**src/rtl/sed_pkg.sv**
```systemverilog
// Shared types and constants for the speech end detector.
// No dependencies; imported by every module of the block.
package sed_pkg;

    // Input word: one audio sample plus its side flags.
    typedef struct packed {
        logic signed [15:0] sample;
        logic               last_in_block;
        logic               engine_idle;
        logic               engine_stalled;
        logic               restart;
    } t_in_item;

    // Result word: block decision and detector status.
    typedef struct packed {
        logic       block_is_speech;
        logic       speech_heard;
        logic       finished;
        logic [2:0] finish_reason;
    } t_out_item;

    // Kinds of event passed from the front end to the back end.
    typedef enum logic [1:0] {
        EV_RESTART = 2'd0,
        EV_STALL   = 2'd1,
        EV_BLOCK   = 2'd2
    } t_event_kind;

    typedef struct packed {
        t_event_kind kind;
        logic        speech;
        logic        idle;
    } t_queue_entry;

    // Limits used by the back end.
    typedef struct packed {
        logic [7:0] give_up_blocks;
        logic [7:0] silence_blocks_needed;
        logic [7:0] max_blocks;
    } t_back_cfg;

    // Finish reasons.
    localparam logic [2:0] REASON_RUNNING = 3'd0;
    localparam logic [2:0] REASON_GAVE_UP = 3'd1;
    localparam logic [2:0] REASON_SILENCE = 3'd2;
    localparam logic [2:0] REASON_CEILING = 3'd3;
    localparam logic [2:0] REASON_STALLED = 3'd4;

    // Configuration register indexes.
    localparam logic [1:0] CFG_SILENCE_THRESHOLD     = 2'd0;
    localparam logic [1:0] CFG_GIVE_UP_BLOCKS        = 2'd1;
    localparam logic [1:0] CFG_SILENCE_BLOCKS_NEEDED = 2'd2;
    localparam logic [1:0] CFG_MAX_BLOCKS            = 2'd3;

    // Configuration reset values.
    localparam logic [15:0] RST_SILENCE_THRESHOLD     = 16'd120;
    localparam logic [7:0]  RST_GIVE_UP_BLOCKS        = 8'd30;
    localparam logic [7:0]  RST_SILENCE_BLOCKS_NEEDED = 8'd4;
    localparam logic [7:0]  RST_MAX_BLOCKS            = 8'd125;

    localparam logic [7:0]  COUNT_MAX = 8'd255;

endpackage

```
**src/rtl/sed_front.sv**
```systemverilog
// Front end: gathers per-block peak and flatness, classifies each closed block, passes on restarts and stalls.
// Depends on sed_pkg.
module sed_front
    import sed_pkg::*;
(
    input  logic         i_clk,
    input  logic         i_rst_n,
    input  logic         i_accept,
    input  t_in_item     i_item,
    input  logic [15:0]  i_threshold,
    output logic         o_push,
    output t_queue_entry o_entry
);

    logic [16:0] r_peak, n_peak;
    logic [15:0] r_first, n_first;
    logic        r_awaiting, n_awaiting;
    logic        r_flat, n_flat;

    logic signed [16:0] s_ext;
    logic [16:0]        mag;
    logic [16:0]        peak_acc;
    logic               flat_acc;

    always_comb begin
        s_ext    = 17'(i_item.sample);
        mag      = s_ext[16] ? 17'(-s_ext) : 17'(s_ext);
        peak_acc = (mag > r_peak) ? mag : r_peak;
        flat_acc = r_flat;
        if (!r_awaiting && (i_item.sample != r_first)) begin
            flat_acc = 1'b0;
        end

        n_peak     = r_peak;
        n_first    = r_first;
        n_awaiting = r_awaiting;
        n_flat     = r_flat;
        o_push     = 1'b0;
        o_entry    = '{kind: EV_BLOCK, speech: 1'b0, idle: i_item.engine_idle};

        if (i_accept) begin
            if (i_item.restart || i_item.engine_stalled || i_item.last_in_block) begin
                // Any of these closes or discards the block being gathered.
                n_peak     = '0;
                n_first    = '0;
                n_awaiting = 1'b1;
                n_flat     = 1'b1;
                o_push     = 1'b1;
                if (i_item.restart) begin
                    o_entry.kind = EV_RESTART;
                end else if (i_item.engine_stalled) begin
                    o_entry.kind = EV_STALL;
                end else begin
                    o_entry.speech = (peak_acc >= {1'b0, i_threshold}) && !flat_acc;
                end
            end else begin
                n_peak     = peak_acc;
                n_flat     = flat_acc;
                n_awaiting = 1'b0;
                if (r_awaiting) begin
                    n_first = i_item.sample;
                end
            end
        end
    end

    always_ff @(posedge i_clk) begin
        if (!i_rst_n) begin
            r_peak     <= '0;
            r_first    <= '0;
            r_awaiting <= 1'b1;
            r_flat     <= 1'b1;
        end else begin
            r_peak     <= n_peak;
            r_first    <= n_first;
            r_awaiting <= n_awaiting;
            r_flat     <= n_flat;
        end
    end

endmodule

```
**src/rtl/sed_queue.sv**
```systemverilog
// Short event queue between the front end and the back end.
// Depends on sed_pkg.
module sed_queue
    import sed_pkg::*;
#(
    parameter int DEPTH = 4
) (
    input  logic         i_clk,
    input  logic         i_rst_n,
    input  logic         i_push,
    input  t_queue_entry i_entry,
    output logic         o_space,
    output logic         o_valid,
    input  logic         i_pop,
    output t_queue_entry o_entry
);

    localparam int PW = (DEPTH > 1) ? $clog2(DEPTH) : 1;
    localparam int CW = $clog2(DEPTH + 1);

    t_queue_entry  r_mem [DEPTH];
    logic [PW-1:0] r_wr, n_wr;
    logic [PW-1:0] r_rd, n_rd;
    logic [CW-1:0] r_count, n_count;
    logic          do_push, do_pop;

    assign o_space = (r_count != CW'(DEPTH));
    assign o_valid = (r_count != '0);
    assign o_entry = r_mem[r_rd];
    assign do_push = i_push && o_space;
    assign do_pop  = i_pop && o_valid;

    always_comb begin
        n_wr    = r_wr;
        n_rd    = r_rd;
        n_count = r_count;
        if (do_push) begin
            n_wr = (r_wr == PW'(DEPTH - 1)) ? '0 : r_wr + PW'(1);
        end
        if (do_pop) begin
            n_rd = (r_rd == PW'(DEPTH - 1)) ? '0 : r_rd + PW'(1);
        end
        if (do_push && !do_pop) begin
            n_count = r_count + CW'(1);
        end else if (do_pop && !do_push) begin
            n_count = r_count - CW'(1);
        end
    end

    always_ff @(posedge i_clk) begin
        if (do_push) begin
            r_mem[r_wr] <= i_entry;
        end
    end

    always_ff @(posedge i_clk) begin
        if (!i_rst_n) begin
            r_wr    <= '0;
            r_rd    <= '0;
            r_count <= '0;
        end else begin
            r_wr    <= n_wr;
            r_rd    <= n_rd;
            r_count <= n_count;
        end
    end

endmodule

```
**src/rtl/sed_back.sv**
```systemverilog
// Back end: two-phase end detection counters and the registered result word.
// Depends on sed_pkg.
module sed_back
    import sed_pkg::*;
(
    input  logic         i_clk,
    input  logic         i_rst_n,
    input  t_back_cfg    i_cfg,
    input  logic         i_q_valid,
    input  t_queue_entry i_q_entry,
    output logic         o_pop,
    output logic         o_out_valid,
    input  logic         i_out_ready,
    output t_out_item    o_out
);

    logic       r_heard, n_heard;
    logic [7:0] r_quiet, n_quiet;
    logic [7:0] r_lead, n_lead;
    logic [7:0] r_blocks, n_blocks;
    logic       r_done, n_done;
    logic [2:0] r_reason, n_reason;
    logic       r_out_valid, n_out_valid;
    t_out_item  r_out, n_out;

    logic       emit;
    logic       speech_bit;
    logic [7:0] lead_inc, quiet_inc, blocks_inc;

    function automatic logic [7:0] sat_inc(input logic [7:0] v);
        return (v == COUNT_MAX) ? COUNT_MAX : v + 8'd1;
    endfunction

    assign o_pop       = i_q_valid && (!r_out_valid || i_out_ready);
    assign o_out_valid = r_out_valid;
    assign o_out       = r_out;

    always_comb begin
        lead_inc   = sat_inc(r_lead);
        quiet_inc  = sat_inc(r_quiet);
        blocks_inc = sat_inc(r_blocks);

        n_heard    = r_heard;
        n_quiet    = r_quiet;
        n_lead     = r_lead;
        n_blocks   = r_blocks;
        n_done     = r_done;
        n_reason   = r_reason;
        emit       = 1'b0;
        speech_bit = 1'b0;

        if (o_pop) begin
            case (i_q_entry.kind)
                EV_RESTART: begin
                    n_heard  = 1'b0;
                    n_quiet  = '0;
                    n_lead   = '0;
                    n_blocks = '0;
                    n_done   = 1'b0;
                    n_reason = REASON_RUNNING;
                end
                EV_STALL: begin
                    emit = 1'b1;
                    if (!r_done) begin
                        n_done   = 1'b1;
                        n_reason = REASON_STALLED;
                    end
                end
                EV_BLOCK: begin
                    emit = 1'b1;
                    // Once finished, a block end only reports the held status.
                    if (!r_done) begin
                        speech_bit = i_q_entry.speech;
                        if (i_q_entry.speech) begin
                            n_heard = 1'b1;
                            n_quiet = '0;
                        end else if (!r_heard) begin
                            n_lead = lead_inc;
                            if ((lead_inc >= i_cfg.give_up_blocks) && i_q_entry.idle) begin
                                n_done   = 1'b1;
                                n_reason = REASON_GAVE_UP;
                            end
                        end else if (i_q_entry.idle) begin
                            n_quiet = quiet_inc;
                            if (quiet_inc >= i_cfg.silence_blocks_needed) begin
                                n_done   = 1'b1;
                                n_reason = REASON_SILENCE;
                            end
                        end else begin
                            n_quiet = '0;
                        end

                        if (!n_done) begin
                            n_blocks = blocks_inc;
                            if (blocks_inc >= i_cfg.max_blocks) begin
                                n_done   = 1'b1;
                                n_reason = REASON_CEILING;
                            end
                        end
                    end
                end
                default: begin
                    emit = 1'b0;
                end
            endcase
        end

        n_out = r_out;
        if (emit) begin
            n_out.block_is_speech = speech_bit;
            n_out.speech_heard    = n_heard;
            n_out.finished        = n_done;
            n_out.finish_reason   = n_reason;
        end

        if (emit) begin
            n_out_valid = 1'b1;
        end else if (i_out_ready) begin
            n_out_valid = 1'b0;
        end else begin
            n_out_valid = r_out_valid;
        end
    end

    always_ff @(posedge i_clk) begin
        r_out <= n_out;
    end

    always_ff @(posedge i_clk) begin
        if (!i_rst_n) begin
            r_heard     <= 1'b0;
            r_quiet     <= '0;
            r_lead      <= '0;
            r_blocks    <= '0;
            r_done      <= 1'b0;
            r_reason    <= REASON_RUNNING;
            r_out_valid <= 1'b0;
        end else begin
            r_heard     <= n_heard;
            r_quiet     <= n_quiet;
            r_lead      <= n_lead;
            r_blocks    <= n_blocks;
            r_done      <= n_done;
            r_reason    <= n_reason;
            r_out_valid <= n_out_valid;
        end
    end

endmodule

```
**src/rtl/speech_end_detector.sv**
```systemverilog
// Speech end detector, top level: configuration registers, front end, queue, back end.
// A word that closes a block or stalls is queued, then registered in the result word.
// Throughput: one word per cycle unless the queue fills while the output is held back.
// Reset: synchronous, active low; clears configuration to defaults and all detector state.
// Depends on sed_pkg, sed_front, sed_queue and sed_back.
module speech_end_detector
    import sed_pkg::*;
#(
    parameter int QUEUE_DEPTH = 4
) (
    input  logic        i_clk,
    input  logic        i_rst_n,
    input  logic        i_in_valid,
    output logic        o_in_ready,
    input  t_in_item    i_in,
    output logic        o_out_valid,
    input  logic        i_out_ready,
    output t_out_item   o_out,
    input  logic        i_cfg_valid,
    output logic        o_cfg_ready,
    input  logic [1:0]  i_cfg_index,
    input  logic [15:0] i_cfg_data
);

    logic [15:0]  r_threshold;
    t_back_cfg    r_back_cfg;
    logic         in_accept;
    logic         push;
    t_queue_entry push_entry;
    logic         q_valid;
    logic         pop;
    t_queue_entry q_entry;

    assign o_cfg_ready = 1'b1;
    assign in_accept   = i_in_valid && o_in_ready;

    always_ff @(posedge i_clk) begin
        if (!i_rst_n) begin
            r_threshold                      <= RST_SILENCE_THRESHOLD;
            r_back_cfg.give_up_blocks        <= RST_GIVE_UP_BLOCKS;
            r_back_cfg.silence_blocks_needed <= RST_SILENCE_BLOCKS_NEEDED;
            r_back_cfg.max_blocks            <= RST_MAX_BLOCKS;
        end else if (i_cfg_valid) begin
            case (i_cfg_index)
                CFG_SILENCE_THRESHOLD:     r_threshold <= i_cfg_data;
                CFG_GIVE_UP_BLOCKS:        r_back_cfg.give_up_blocks <= i_cfg_data[7:0];
                CFG_SILENCE_BLOCKS_NEEDED: r_back_cfg.silence_blocks_needed <= i_cfg_data[7:0];
                CFG_MAX_BLOCKS:            r_back_cfg.max_blocks <= i_cfg_data[7:0];
                default:                   r_threshold <= r_threshold;
            endcase
        end
    end

    sed_front u_front (
        .i_clk       (i_clk),
        .i_rst_n     (i_rst_n),
        .i_accept    (in_accept),
        .i_item      (i_in),
        .i_threshold (r_threshold),
        .o_push      (push),
        .o_entry     (push_entry)
    );

    sed_queue #(
        .DEPTH (QUEUE_DEPTH)
    ) u_queue (
        .i_clk   (i_clk),
        .i_rst_n (i_rst_n),
        .i_push  (push),
        .i_entry (push_entry),
        .o_space (o_in_ready),
        .o_valid (q_valid),
        .i_pop   (pop),
        .o_entry (q_entry)
    );

    sed_back u_back (
        .i_clk       (i_clk),
        .i_rst_n     (i_rst_n),
        .i_cfg       (r_back_cfg),
        .i_q_valid   (q_valid),
        .i_q_entry   (q_entry),
        .o_pop       (pop),
        .o_out_valid (o_out_valid),
        .i_out_ready (i_out_ready),
        .o_out       (o_out)
    );

    // A finished status always carries a reason, and a running one never does.
    a_reason_matches_finished: assert property (@(posedge i_clk) disable iff (!i_rst_n)
        o_out_valid |-> (o_out.finished == (o_out.finish_reason != REASON_RUNNING)))
        else $error("finish reason disagrees with finished flag");

    // A speech block must be reported together with speech heard.
    a_speech_implies_heard: assert property (@(posedge i_clk) disable iff (!i_rst_n)
        (o_out_valid && o_out.block_is_speech) |-> o_out.speech_heard)
        else $error("speech block reported without speech heard");

    // A word that the front end passes on must be waiting in the queue in the next cycle.
    a_event_queued: assert property (@(posedge i_clk) disable iff (!i_rst_n)
        (in_accept && push) |=> q_valid)
        else $error("accepted event missing from queue");

    // Only reasons that exist are ever reported.
    a_reason_known: assert property (@(posedge i_clk) disable iff (!i_rst_n)
        o_out_valid |-> (o_out.finish_reason == REASON_RUNNING ||
                         o_out.finish_reason == REASON_GAVE_UP ||
                         o_out.finish_reason == REASON_SILENCE ||
                         o_out.finish_reason == REASON_CEILING ||
                         o_out.finish_reason == REASON_STALLED))
        else $error("unknown finish reason");

endmodule
```
**config.mk**
```make
export PLATFORM = sky130hd
export DESIGN_NAME = speech_end_detector
export DESIGN_NICKNAME = d
export VERILOG_FILES = /design/src/rtl/sed_pkg.sv /design/src/rtl/sed_front.sv /design/src/rtl/sed_queue.sv /design/src/rtl/sed_back.sv /design/src/rtl/speech_end_detector.sv
export SDC_FILE = /design/constraint.sdc
export NUM_CORES = 1
export LEC_CHECK = 0
export BUFFER_PORTS_ARGS = -buffer_cell sky130_fd_sc_hd__buf_2
export CAP_MARGIN = 20
export CORE_ASPECT_RATIO = 1.4
export CORE_MARGIN = 1.5
export CORE_UTILIZATION = 52
export CTS_CLUSTER_DIAMETER = 120
export DETAILED_ROUTE_END_ITERATION = 7
export PLACE_DENSITY = 0.7
export SLEW_MARGIN = 20
export SYNTH_ARGS = -nofsm -noshare
export SYNTH_HDL_FRONTEND = slang
export SYNTH_SLANG_ARGS = --single-unit
```
**constraint.sdc**
```tcl
create_clock -name i_clk -period 11.5 [get_ports i_clk]
set_clock_uncertainty 0.1 [all_clocks]
set_input_delay 0 -clock i_clk [delete_from_list [all_inputs] [get_ports i_clk]]
set_output_delay 0 -clock i_clk [all_outputs]
set_load 0.005 [all_outputs]
```
After elaboration in Yosys (flattened, before gate mapping)
Memories as Yosys holds them, arrays and structs flattened. A register that Yosys moved wholly into a read port is not among the register bits. Index checks and enable logic that the tools add are counted.

Add/subtract/negate cells: 8. Order comparisons: 5. Muxes and demuxes: 70. Divide/modulo/power cells: 0. Shift operators: 0. Bitwise logic cells: 2. Multiply operators: 0. Reduce and logical (&&, ||, !) cells: 34. Equality and inequality tests: 17.

Operator list (count): 2-to-1 mux 8 bit (12); 2-to-1 mux 17 bit (3); case mux 8 bit (2 select lines) (3); 2-to-1 mux 3 bit (14); 2-to-1 mux 16 bit (2); 2-to-1 mux 1 bit (27); adder 8 x 1 -> 8 bit (second input constant) (3); == test 8 bit (second input constant) (3); >= comparator 8 bit (3); >= comparator 17 x 16 -> 1 bit (1); greater-than comparator 17 bit (1); negator 16 -> 17 bit (1); != test 16 bit (1); 2-to-1 mux 2 bit (6); == test 2 bit (second input constant) (5); AND reduction 2 bit (5); logical AND 1 bit (9); case mux 3 bit (3 select lines) (1); != test 2 bit (second input constant) (4); AND reduction 4 bit (2); nonzero test 2 bit (4); logical NOT 1 bit (5); AND reduction 5 bit (1); adder 2 x 1 -> 2 bit (second input constant) (2); 13 further kinds (18).

Bits in latches: 0. Register bits: 118. Output and inout port bits: 9. Word-level logic and storage cells: 159. Memories kept: 1. Memory bits (writable): 16. Bits in read-only memories: 0. Input bits: 43.

Memory list: u_queue.r_mem (depth 4, width 4, read ports 1, clocked after Yosys merged registers in 1, write ports 1, line sed_queue.sv:21) `t_queue_entry r_mem [DEPTH];`.

Longest topological paths before layout
Depth after elaboration: 14. Gate-level depth with buffers: 23. Mapped depth without buffers: 22.

Cells and area by module
A second synthesis with hierarchy kept.

Cells, all modules: 979. Area, all modules: 8647.0 um2.

By module, submodules not included: sed_front (area an instance 3139.3 um2, instances 1, cells an instance 396); sed_back (area an instance 2791.4 um2, instances 1, cells an instance 346); speech_end_detector (area an instance 1660.3 um2, instances 1, cells an instance 166); sed_queue (area an instance 1056.0 um2, instances 1, cells an instance 71).

Worst setup path after synthesis
Ideal clock, no wire load.

Kind: input to register. Start point: input port i_in[4] (netlist name). End point: memory u_queue.r_mem[0][1] (netlist name), data pin. Stages on the path: 21. Path slack: 6.563 ns. Library setup time: 0.282 ns. Arrival: 4.556 ns. Data required time: 11.118 ns. Cell sequence: inv_1 > ha_1 > or3b_1 > or4_1 > or4_4 > o21ai_1 > xor2_1 > inv_1 > ha_1 > a21oi_1 > o21ai_0 > a2111o_1 > o31a_1 > clkbuf_1 > nor2_1 > a21oi_1 > ha_1 > a2111oi_0 > a21oi_1 > a211oi_1 > a31oi_1.

RTL lines: from (decl) (line speech_end_detector.sv:15) `input t_in_item i_in,`; to (decl) (line sed_queue.sv:21).

==> results by group <==
Cells and area
  • Layout Nets: 1,101
  • N_diodes: 0
  • Share of layout cells above drive strength 1: 0.09820
  • Fillers: 1,242
  • Layout overhead on the synthesized area: 21.05%

Synth
  • Synth Area in Simple Gates: 0.1736
  • Mapped Cells: 893
  • Yosys top cell area share: 0.2971
  • Syn. warnings: 0
  • Post-Syn Area per Cell: 8.601 sq um
  • Yosys top cell by area: dfxtp_1
  • Synth Area in Compound Gates: 0.1823
  • Number of synthesized flops with an enable pin: 22
  • Synth Area in Adders: 0.1183
  • Seq/Total Area, Yosys: 0.3831
  • Ys async rst share: 0
  • Mux share of post-synthesis cell area: 0.03388
  • Unique masters post-synth: 63
  • Register bit total from synthesis: 136
  • Syn Nets: 1,008
  • Largest family of logic cells by synthesized area: compound AO/OA/AOI/OAI gates
  • Synth area leaders: dfxtp_1 30%, ha_1 12%, edfxtp_1 8.6%
  • Post-Syn Area: 7681 sq um
  • Most common flop cell mapped by yosys: dfxtp_1
  • Post-Synth XOR/XNOR Area: 0.04659

Worst setup path
  • Cells on worst reg2reg path: 13
  • R2R setup slack: 7490 ps
  • CP Launch Type: primary input
  • Worst r2r src: u_front.r_peak[16]$_SDFFE_PN0P_
  • CP Max Fanout: 32
  • Critical Path Start: i_in[4]
  • CP arrival: 5920 ps
  • CP Capture Type: flip-flop
  • Critical Path RT: 11,530 ps
  • Kind of critical path: primary input to flip-flop
  • Reg-to-reg endpoint: u_queue.r_mem[3][1]$_DFFE_PP_
  • CP endpoint: u_queue.r_mem[3][1]$_DFFE_PP_

Timing
  • Fin. Hold Viols: 0
  • Slew @ Worst Pin: 780.6 ps
  • Post-layout min period: 5887 ps
  • Final period util: 0.5120
  • Slew Viols, Final: 0
  • Final setup viols: 0
  • Slack of the critical path: 5613 ps
  • Achievable Freq: 169.9 MHz
  • Hold slack: 17.98 ps
  • Max_slew headroom: 0.4781
  • Setup tns final: 0 ps
  • Unrepaired setup endpoints after global routing: false

Power and ir drop
  • Comb power frac: 0.257
  • Clock network fraction of design power: 0.386
  • P_leak: 3.895 nW
  • Switching pwr: 0.0004736 W
  • Fraction of power consumed by sequential logic: 0.358
  • Pwr per Cell Area: 168.6 nW/um^2
  • P_int: 0.001094 W
  • Net Sw Frac: 0.3021
  • IR drop worst, VDD: 91.05 uV

GRT
  • Vias in the first global route: 6,426
  • Met2 Usage GRT: 0.4412
  • Met1 usage: 0.2629
  • Largest net degree at the start of global routing: 61
  • Antenna violations before repair: 0
  • First-pass GRT wire length: 29,360 um
  • Met3 usage: 0.04392
  • GR Overflow Total: 0
  • GRT Total Usage: 0.2360
  • Busiest grt layer: met2

Floorplanning
  • Rows: 52
  • Die extent in x: 105.7 um
  • Full die area: 15,520 sq um
  • I/O Pins: 52
  • Core area: 14,440 sq um
  • Die height: 146.8 um
  • Initial core utilization: 0.5318

Detailed routing
  • Iter 0 DRT Violations: 189
  • ANT nets after route: 0
  • 1st-pass router iterations: 5
  • DR vias: 6,498
  • Routed length per instance: 14.80 um
  • DRT Wirelength: 17,570 um
  • Residual DRC: 0
  • Vias per Instance: 5.474

Place
  • Pre-CTS WS: 5553 ps
  • Post-DP HPWL: 12,590 um
  • Final Wtd Congestion: 0.9049
  • Port bufs: 50

Status
  • Status: completed

Clock tree
  • Clock latency on the worst-skew pair: 420 ps
  • Root buffer cell: clkbuf_16
  • CTS buffer count: 17
  • TritonCTS clock tree: done
  • Num Clock Sinks: 136
  • H-tree levels: 4
  • Maximum root-to-sink buffer count: 2
  • CTS resizes: 0
  • Clk slew on worst S/H paths: 60 ps
  • Setup Buffers After CTS: 0

Hold path
  • Min-delay worst type: primary input to flip-flop

Run
  • Max_cap viols: 0
[power by group through the flow]
stage	registers [W]	clock network (W)	logic [W]
6_report	0.000561	0.000604	0.000403
5_1_grt	0.000567	0.000634	0.000450
4_1_cts	0.000561	0.000613	0.000402
3_5_place_dp	0.000571	0	0.000386
3_3_place_gp	0.000570	0	0.000381
2_1_floorplan	0.000567	0	0.000284
[cell usage after synthesis (17+ instances only)]
| cell | count |
|---|---|
| a22oi_1 | 20 |
| o21ai_0 | 27 |
| dfxtp_1 | 114 |
| xnor2_1 | 26 |
| nand2_1 | 120 |
| edfxtp_1 | 22 |
| a21oi_1 | 75 |
| nor2_1 | 59 |
| mux2i_1 | 17 |
| nand3_1 | 23 |
| clkbuf_1 | 30 |
| inv_1 | 88 |
| ha_1 | 71 |
| o2bb2ai_1 | 17 |
[worst min path at each step]
stage | start | endpoint | cells past startpoint
finish | i_cfg_valid | r_back_cfg[9]$_SDFFE_PN0P_ | 5
global route | i_cfg_valid | r_threshold[7]$_SDFFE_PN0P_ | 4
CTS | i_cfg_valid | r_back_cfg[9]$_SDFFE_PN0P_ | 5
detailed placement | i_in[2] | u_queue.r_mem[0][0]$_DFFE_PP_ | 1
global placement | i_in[2] | u_queue.r_mem[3][0]$_DFFE_PP_ | 1
floorplan | i_in[2] | u_queue.r_mem[0][0]$_DFFE_PP_ | 0
[final cells by class]
| class | instances | area, sq um | share of cell area |
|---|---|---|---|
| tap | 189 | 236.5 | 0.02543 |
| timing repair buffer | 109 | 835.8 | 0.08989 |
| multi-input combinational | 633 | 4284 | 0.4608 |
| sequential | 136 | 2943 | 0.3165 |
| inverter | 89 | 334.1 | 0.03593 |
| clock inverter | 9 | 158.9 | 0.01709 |
| clock buffer | 22 | 505.5 | 0.05437 |
[cells by family after synthesis]
kind of cell	after synthesis
flip-flops	136
XOR/XNOR	40
AND/OR/NAND/NOR	288
other	2
multiplexers	21
AO/OA/AOI/OAI	210
adder cells (fa/ha/maj)	72
buffers and inverters	124
[stage by stage]
step	utilization	instance area [sq um]	total power, W	std cells
final	0.6437	9298	0.001567	1187
after global routing	0.6437	9298	0.001652	1187
after CTS	0.6429	9286	0.001576	1187
after detailed placement	0.5574	8051	0.0009565	1099
after global placement	0.5574	8051	0.0009505	1099
after floorplan	-	7681	0.0008506	893
[routing by layer]
metal | vias to the layer above | part of all wire
met1 | 3032 | 0.42
met3 | 28 | 0.033
met4 | 0 | 0.020
li1 | 3319 | -
met5 | - | 0
met2 | 119 | 0.53
[placed cells by master, fill, tap and decap left out, types with 26 or more instances in the layout]
cell type | netlist | routed
dfxtp_1 | 114 | 114
o21ai_0 | 27 | 27
inv_1 | 88 | 88
buf_2 | 1 | 50
a21oi_1 | 75 | 75
dlygate4sd3_1 | 0 | 57
nand2_1 | 120 | 120
xnor2_1 | 26 | 26
ha_1 | 71 | 71
nor2_1 | 59 | 59
[flip-flops by register name, summed over array words and instances, names as in the netlist, 3 cells and up, named ones only]
register	count
r_back_cfg	24
u_front.r_peak	17
r_threshold	16
u_front.r_first	16
u_queue.r_mem	16
u_back.r_blocks	8
u_back.r_lead	8
u_back.r_quiet	8
u_back.o_out	6
u_back.r_reason	3
u_queue.r_count	3
[worst max-delay path: stages]
cell,delay [ps]
dlygate4sd3_1,520
buf_2,160
inv_1,100
ha_1,170
or3b_1,390
or4_1,440
or4_4,460
o21ai_1,170
xor2_1,290
inv_1,80
ha_1,290
a21oi_1,190
o21ai_0,140
a2111o_1,420
o31a_2,520
nor2_1,170
a21oi_1,60
ha_1,330
a2111oi_0,410
a21oi_1,130
a211oi_1,270
a31oi_1,200
[repair_timing]
item | CTS | global route
hold buffers | 57 | 0
hold endpoints to repair | 91 | 0
endpoints found under the setup margin | 0 | 0
Note: power is estimated with default switching activity, not from simulation.
